--- src/design/rlmp_pkg.sv ---
// Shared types and constants for the register list mask parser.
`timescale 1ns / 1ps
`default_nettype none

package rlmp_pkg;

    localparam int MAX_TEXT_LENGTH_DEFAULT = 256;

    // ASCII codes the parser looks for
    localparam logic [7:0] CHAR_NUL   = 8'h00;
    localparam logic [7:0] CHAR_TAB   = 8'h09;
    localparam logic [7:0] CHAR_CR    = 8'h0D;
    localparam logic [7:0] CHAR_SPACE = 8'h20;
    localparam logic [7:0] CHAR_COMMA = 8'h2C;
    localparam logic [7:0] CHAR_DASH  = 8'h2D;
    localparam logic [7:0] CHAR_SLASH = 8'h2F;
    localparam logic [7:0] CHAR_ZERO  = 8'h30;
    localparam logic [7:0] CHAR_SEVEN = 8'h37;
    localparam logic [7:0] CHAR_UP_A  = 8'h41;
    localparam logic [7:0] CHAR_UP_D  = 8'h44;
    localparam logic [7:0] CHAR_LO_A  = 8'h61;
    localparam logic [7:0] CHAR_LO_Z  = 8'h7A;
    localparam logic [7:0] CASE_DELTA = 8'h20;

    typedef enum logic [1:0] {
        ST_BUSY     = 2'd0,
        ST_DONE     = 2'd1,
        ST_SYNTAX   = 2'd2,
        ST_NOT_LIST = 2'd3
    } t_status;

    typedef struct packed {
        logic [7:0] text_char;
        logic       first_char;
    } t_in_word;

    typedef struct packed {
        logic [1:0]  parse_status;
        logic [15:0] register_mask;
        logic [7:0]  list_length;
    } t_out_word;

    // Classification of one case-folded character
    typedef struct packed {
        logic       is_letter;  // A or D
        logic       is_addr;    // A
        logic       is_digit;   // 0..7
        logic [2:0] digit;
        logic       is_term;    // , / - NUL or white space
        logic       is_slash;
        logic       is_dash;
    } t_char_class;

endpackage

`default_nettype wire

--- src/design/rlmp_char_class.sv ---
// Case folding and classification of one operand character.
`timescale 1ns / 1ps
`default_nettype none

module rlmp_char_class
    import rlmp_pkg::*;
(
    input  wire logic [7:0]  i_char,
    output t_char_class      o_class
);

    logic [7:0] up_char;

    always_comb begin
        up_char = i_char;
        if (i_char >= CHAR_LO_A && i_char <= CHAR_LO_Z) begin
            up_char = i_char - CASE_DELTA;
        end

        o_class.is_addr   = (up_char == CHAR_UP_A);
        o_class.is_letter = (up_char == CHAR_UP_A) || (up_char == CHAR_UP_D);
        o_class.is_digit  = (up_char >= CHAR_ZERO) && (up_char <= CHAR_SEVEN);
        o_class.digit     = up_char[2:0];
        o_class.is_slash  = (up_char == CHAR_SLASH);
        o_class.is_dash   = (up_char == CHAR_DASH);
        o_class.is_term   = (up_char == CHAR_COMMA) || (up_char == CHAR_SLASH) ||
                            (up_char == CHAR_DASH) || (up_char == CHAR_NUL) ||
                            (up_char == CHAR_SPACE) ||
                            ((up_char >= CHAR_TAB) && (up_char <= CHAR_CR));
    end

endmodule

`default_nettype wire

--- src/design/register_list_mask_parser.sv ---
// A word accepted at one edge shows its result at the output in the next cycle.
// One character word per cycle unless the output stalls; the parse state updates
// in a single pass of logic between the state registers and the result register.
// Reset (i_rst_n low, synchronous): parser waits for a first character, mask and
// character count clear, the result register empties.
`timescale 1ns / 1ps
`default_nettype none

module register_list_mask_parser
    import rlmp_pkg::*;
#(
    parameter int MAX_TEXT_LENGTH = MAX_TEXT_LENGTH_DEFAULT
) (
    input  wire logic      i_clk,
    input  wire logic      i_rst_n,
    input  wire logic      i_in_valid,
    output logic           o_in_ready,
    input  wire t_in_word  i_in_data,
    output logic           o_out_valid,
    input  wire logic      i_out_ready,
    output t_out_word      o_out_data
);

    localparam int CW = $clog2(MAX_TEXT_LENGTH + 1);
    localparam logic [CW-1:0] LastIdx = CW'(MAX_TEXT_LENGTH - 1);
    localparam logic [CW-1:0] MaxCnt  = CW'(MAX_TEXT_LENGTH);

    typedef enum logic [3:0] {
        PH_START,
        PH_FIRST_DIGIT,
        PH_FIRST_SEP,
        PH_ITEM_LETTER,
        PH_ITEM_DIGIT,
        PH_ITEM_SEP,
        PH_RANGE_LETTER,
        PH_RANGE_DIGIT,
        PH_RANGE_TERM,
        PH_DONE_OK,
        PH_DONE_SYNTAX,
        PH_DONE_NOTLIST
    } t_phase;

    t_phase          r_phase, n_phase, cur_phase;
    logic [15:0]     r_mask, n_mask, cur_mask;
    logic [3:0]      r_pend, n_pend, cur_pend;
    logic [3:0]      r_rstart, n_rstart, cur_rstart;
    logic [CW-1:0]   r_cnt, n_cnt, cur_cnt;
    logic            r_out_valid;
    t_out_word       r_out, n_out;

    logic            accept;
    logic [7:0]      eff_char;
    t_char_class     cls;
    logic            set_en;
    logic [3:0]      set_a, set_b, lo, hi;
    logic [15:0]     range_bits;

    assign o_in_ready  = !r_out_valid || i_out_ready;
    assign accept      = i_in_valid && o_in_ready;
    assign o_out_valid = r_out_valid;
    assign o_out_data  = r_out;

    // first_char restarts the parse from the reset state
    always_comb begin
        cur_phase  = i_in_data.first_char ? PH_START : r_phase;
        cur_mask   = i_in_data.first_char ? 16'h0000 : r_mask;
        cur_pend   = i_in_data.first_char ? 4'h0 : r_pend;
        cur_rstart = i_in_data.first_char ? 4'h0 : r_rstart;
        cur_cnt    = i_in_data.first_char ? '0 : r_cnt;
        // at the last buffer position and beyond, read NUL
        eff_char   = (cur_cnt >= LastIdx) ? CHAR_NUL : i_in_data.text_char;
    end

    rlmp_char_class u_char_class (
        .i_char  (eff_char),
        .o_class (cls)
    );

    always_comb begin
        n_phase  = cur_phase;
        n_pend   = cur_pend;
        n_rstart = cur_rstart;
        n_cnt    = cur_cnt;
        set_en   = 1'b0;
        set_a    = cur_pend;
        set_b    = cur_pend;

        if (!(cur_phase inside {PH_DONE_OK, PH_DONE_SYNTAX, PH_DONE_NOTLIST})) begin
            if (cur_cnt < MaxCnt) begin
                n_cnt = cur_cnt + 1'b1;
            end
            case (cur_phase)
                PH_START: begin
                    if (cls.is_letter) begin
                        n_pend  = {cls.is_addr, 3'b000};
                        n_phase = PH_FIRST_DIGIT;
                    end else begin
                        n_phase = PH_DONE_NOTLIST;
                    end
                end
                PH_FIRST_DIGIT: begin
                    if (cls.is_digit) begin
                        n_pend  = cur_pend | {1'b0, cls.digit};
                        n_phase = PH_FIRST_SEP;
                    end else begin
                        n_phase = PH_DONE_NOTLIST;
                    end
                end
                PH_ITEM_LETTER, PH_RANGE_LETTER: begin
                    if (cls.is_letter) begin
                        if (cur_phase == PH_RANGE_LETTER) begin
                            n_rstart = cur_pend;
                        end
                        n_pend  = {cls.is_addr, 3'b000};
                        n_phase = (cur_phase == PH_ITEM_LETTER) ? PH_ITEM_DIGIT
                                                                : PH_RANGE_DIGIT;
                    end else begin
                        n_phase = PH_DONE_SYNTAX;
                    end
                end
                PH_ITEM_DIGIT, PH_RANGE_DIGIT: begin
                    if (cls.is_digit) begin
                        n_pend  = cur_pend | {1'b0, cls.digit};
                        n_phase = (cur_phase == PH_ITEM_DIGIT) ? PH_ITEM_SEP
                                                               : PH_RANGE_TERM;
                    end else begin
                        n_phase = PH_DONE_SYNTAX;
                    end
                end
                PH_FIRST_SEP, PH_ITEM_SEP: begin
                    if (cur_phase == PH_FIRST_SEP && !cls.is_term) begin
                        n_phase = PH_DONE_NOTLIST;
                    end else if (cls.is_slash) begin
                        set_en  = 1'b1;
                        n_phase = PH_ITEM_LETTER;
                    end else if (cls.is_dash) begin
                        n_phase = PH_RANGE_LETTER;
                    end else begin
                        // list ends; terminator not counted
                        set_en  = 1'b1;
                        n_cnt   = cur_cnt;
                        n_phase = PH_DONE_OK;
                    end
                end
                PH_RANGE_TERM: begin
                    if (!cls.is_term || cls.is_dash) begin
                        n_phase = PH_DONE_SYNTAX;
                    end else begin
                        set_en = 1'b1;
                        set_a  = cur_rstart;
                        if (cls.is_slash) begin
                            n_phase = PH_ITEM_LETTER;
                        end else begin
                            n_cnt   = cur_cnt;
                            n_phase = PH_DONE_OK;
                        end
                    end
                end
                default: begin
                    n_phase = PH_DONE_SYNTAX;
                end
            endcase
        end
    end

    // bits lo..hi of the range, either end order
    always_comb begin
        lo = (set_a < set_b) ? set_a : set_b;
        hi = (set_a < set_b) ? set_b : set_a;
        for (int i = 0; i < 16; i++) begin
            range_bits[i] = (4'(i) >= lo) && (4'(i) <= hi);
        end
        n_mask = set_en ? (cur_mask | range_bits) : cur_mask;
    end

    always_comb begin
        n_out = '0;
        case (n_phase)
            PH_DONE_OK: begin
                n_out.parse_status  = ST_DONE;
                n_out.register_mask = n_mask;
                n_out.list_length   = (int'(n_cnt) > 255) ? 8'hFF : 8'(n_cnt);
            end
            PH_DONE_SYNTAX: begin
                n_out.parse_status = ST_SYNTAX;
            end
            PH_DONE_NOTLIST: begin
                n_out.parse_status = ST_NOT_LIST;
            end
            default: begin
                n_out.parse_status  = ST_BUSY;
                n_out.register_mask = n_mask;
            end
        endcase
    end

    always_ff @(posedge i_clk) begin
        if (!i_rst_n) begin
            r_phase     <= PH_START;
            r_mask      <= '0;
            r_pend      <= '0;
            r_rstart    <= '0;
            r_cnt       <= '0;
            r_out_valid <= 1'b0;
        end else begin
            if (accept) begin
                r_phase     <= n_phase;
                r_mask      <= n_mask;
                r_pend      <= n_pend;
                r_rstart    <= n_rstart;
                r_cnt       <= n_cnt;
                r_out_valid <= 1'b1;
            end else if (i_out_ready) begin
                // drop the word once taken
                r_out_valid <= 1'b0;
            end
        end
    end

    // hold the result of the last accepted word
    always_ff @(posedge i_clk) begin
        if (accept) begin
            r_out <= n_out;
        end
    end

endmodule

`default_nettype wire

--- config.mk ---
export PLATFORM = sky130hd
export DESIGN_NAME = register_list_mask_parser
export DESIGN_NICKNAME = d
export VERILOG_FILES = /design/src/design/rlmp_pkg.sv /design/src/design/rlmp_char_class.sv /design/src/design/register_list_mask_parser.sv
export SDC_FILE = /design/constraint.sdc
export NUM_CORES = 1
export LEC_CHECK = 0
export BUFFER_PORTS_ARGS = -buffer_cell sky130_fd_sc_hd__clkbuf_2
export CAP_MARGIN = 40
export CELL_PAD_IN_SITES_DETAIL_PLACEMENT = 1
export CELL_PAD_IN_SITES_GLOBAL_PLACEMENT = 2
export CORE_MARGIN = 10
export CORE_UTILIZATION = 39
export DETAILED_ROUTE_END_ITERATION = 10
export PLACE_DENSITY_LB_ADDON = 0.2
export SLEW_MARGIN = 20
export SYNTH_ARGS = -nofsm -noshare
export SYNTH_HDL_FRONTEND = slang
export SYNTH_SLANG_ARGS = --single-unit
--- constraint.sdc ---
create_clock -name i_clk -period 17.9 [get_ports i_clk]
set_clock_uncertainty 0.2 [all_clocks]
set_input_delay 3.58 -clock i_clk [delete_from_list [all_inputs] [get_ports i_clk]]
set_output_delay 3.58 -clock i_clk [all_outputs]
set_load 0.005 [all_outputs]
==> summary.txt <==
Number of CTS-inserted buffers -> 9
Clk pwr share -> 0.393
GR Util All Layers -> 0.169
Clock tree buffer depth -> 2
Largest net degree at the start of global routing -> 48
Row count -> 38
Tmin final -> 9690 ps
Post-synthesis sequential area ratio -> 0.356
Vias per inst -> 6.06
Final period util -> 0.541
Final wirelength -> 13.6 mm
Power Density -> 75.5 mW/mm^2
Top sig layer -> met4
Fillers -> 1,326
Initial antenna violation count -> 0
First-pass GRT wire length -> 22.0 mm
Peak VDD IR -> 54.3 uV
Comb power frac -> 0.160
Detailed-route DRC error count -> 0
Hold buffer count at CTS -> 0
Grt total ovfl -> 0
Worst Setup End Kind -> flop
Via count -> 4,180
Clk slew on worst S/H paths -> 80 ps
Crit path max fanout -> 44
Sw Pwr -> 0.000109 W
Inserted Diodes -> 0
Commonest non-fill, non-tap cell in the layout -> nor2_1
Async set or reset register ratio after synthesis -> 0
Area Overhead vs Synth -> 12.0%
Post-CTS Setup Bufs -> 0
Final Core Density -> 0.447
Critical path arrival -> 9590 ps
Static Leak -> 1.70 nW
Routability Congestion -> 0.869
Horiz. Die Dim -> 125 um
CP required -> 17,800 ps
Startpoint types -> primary input
I/O pins -> 41
Cells after synthesis -> 519
FF/Latch Area -> 0.00154 mm^2
Flops & latches, synth -> 64
1st-pass router iterations -> 5
Crit-path most repeated cell -> ha_1
Detail Placement HPWL -> 10.0 mm
Core Footprint -> 0.0108 mm^2
Pint -> 0.000257 W
Final setup fails -> 0
Main synth FF type -> dfxtp_1
Iter 0 DRT Violations -> 342
Relative slew slack -> 0.460
Die height -> 125 um
Die Area -> 0.0157 mm^2
Syn nets -> 539
Share of power burned in registers -> 0.446
Number of global-route vias before repair -> 4,150
Area of the multi-input gates -> 0.00259 mm^2
Worst-Skew Late Latency -> 370 ps
Slew @ Worst Pin -> 789 ps
Sw Share -> 0.299
CTS resizes -> 0
Max Fclk -> 103 MHz
Synth unique cells -> 78
CP Cell Sequence -> clkbuf_2 > buf_4 > nor2b_1 > ha_1 > a21o_1 > a41oi_1 > or2_2 > nand2_1 > ha_1 > and3b_1 > nand2_1 > nor4b_2 > nand2b_1 > a21oi_4 > nor2_1 > mux2i_1 > ha_1 > o21ai_0 > nand2b_1 > a31oi_1 > nand3_2 > o21ai_0 > a31o_2 > o32ai_1
CTS Root Cell -> clkbuf_8
Final Hold Slack -> 266 ps
WL/cell -> 19.7 um
Wire length on met2 -> 6.45 mm
RSZ-0062 raised after global routing -> no
H-tree depth -> 3
Status -> finished clean
Setup CP Type -> in2reg
Commonest non-fill, non-tap cells in the layout -> nor2_1 (55), nand2_1 (50), clkbuf_2 (40)
Clock Sinks -> 64
Slew Viols, Final -> 0
Largest stage delay on the critical path -> 610 ps
Synthesized area -> 0.00433 mm^2
DRT met1 WL -> 6.45 mm
Final Hold Viols -> 0
Port buffer count -> 40
Final nets -> 565
Worst Hold Class -> reg2reg
Fin area -> 0.00485 mm^2
Yosys warning count -> 0
Syn avg cell area -> 8.34 um^2
Met3 WL -> 569 um
Max-Cap Viols -> 0
Post-route ant nets -> 0
Placed cell areas -> 0.00462 mm^2
Sum Neg Setup Slack -> 0 ps
CTS tree -> done
Number of flops mapped to enable cells by yosys -> 26
Critical path's slowest cell -> o21ai_0
Initial Util -> 0.399
Layout cells sized above 1 -> 0.162
-- registers in the layout, summed over array words and instances (netlist names) --
register	cells
o_out_data	26
r_rstart	4
r_pend	4
o_out_valid	1
r_cnt	9
r_mask	16
r_phase	4
-- power groups by stage --
stage	clock network (W)	logic, W	registers (W)
6_report	0.000144	0.0000587	0.000163
5_1_grt	0.000154	0.0000647	0.000164
3_5_place_dp	0	0.0000586	0.000167
4_1_cts	0.000148	0.0000588	0.000163
2_1_floorplan	0	0.0000422	0.000163
3_3_place_gp	0	0.0000562	0.000166
-- cell usage after synthesis (all sizes together) (5+ instances only) --
master  instances  share of area
mux2i           6          0.014
and2            5         0.0072
o21ai          37          0.044
a21o            7          0.012
nand2b         10          0.014
nand3          16          0.021
buf             7         0.0090
o32ai          10          0.022
mux2            6          0.016
or3             5         0.0072
edfxtp         26           0.18
nor2           55          0.048
a22oi           8          0.014
a22o            5          0.010
inv            19          0.016
a31oi           9          0.013
nand2          50          0.043
nor3           16          0.021
a21oi          36          0.045
dfxtp          38           0.18
and3            5         0.0072
ha              7          0.020
clkbuf         24          0.021
nor2b          14          0.020
a211oi          7          0.012
-- cell type report --
class / instances / share of cell area
inverters: 19 / 0.0147
repair buffers: 46 / 0.0506
clock buffers: 9 / 0.0255
multi-input cells: 405 / 0.534
well taps: 140 / 0.0361
clock inverters: 7 / 0.0212
flip-flops and latches: 64 / 0.318
-- critical path: cells and delay by family --
family / cells / cell delay (ps)
buffers and inverters: 2 / 480
adder cells (fa/ha/maj): 3 / 860
AND/OR/NAND/NOR: 10 / 1980
AO/OA/AOI/OAI: 8 / 2390
multiplexers: 1 / 270
-- kinds of logic after synthesis --
| family | count (synthesis) | share of synthesized area |
|---|---|---|
| simple gates | 200 | 0.233 |
| xor+xnor | 7 | 0.0142 |
| flops | 64 | 0.356 |
| buf+inv | 50 | 0.0462 |
| fa+ha+maj | 7 | 0.0202 |
| compound gates | 179 | 0.300 |
| mux | 12 | 0.0303 |
-- per-stage QoR --
stage / std cells / setup slack [ps] / total power, W
4_1_cts: 690 / 8310 / 0.000370
5_1_grt: 690 / 7850 / 0.000383
3_5_place_dp: 674 / 7940 / 0.000225
6_report: 690 / 8210 / 0.000366
2_1_floorplan: 519 / 8010 / 0.000205
3_3_place_gp: 672 / 8220 / 0.000223
-- layer usage --
metal / vias to the layer above / global-route usage
li1: 2006 / -
met4: 0 / 0.0447
met1: 2078 / 0.221
met3: 9 / 0.0384
met2: 87 / 0.272
met5: - / 0
-- worst paths after layout --
path                                        startpoint                            to  slack, ps  cells after the start
worst min register to register  r_mask[2]$_SDFFE_PN0P_        r_mask[2]$_SDFFE_PN0P_        270                      2
worst max register to register   r_cnt[0]$_SDFFE_PN0P_  o_out_data[21]$_SDFFCE_PP0P_      11550                     22
worst max-delay path                      i_in_data[0]  o_out_data[21]$_SDFFCE_PP0P_       8210                     24
worst min-delay path            r_mask[2]$_SDFFE_PN0P_        r_mask[2]$_SDFFE_PN0P_        270                      2
Power figures use the tool's default switching activity.
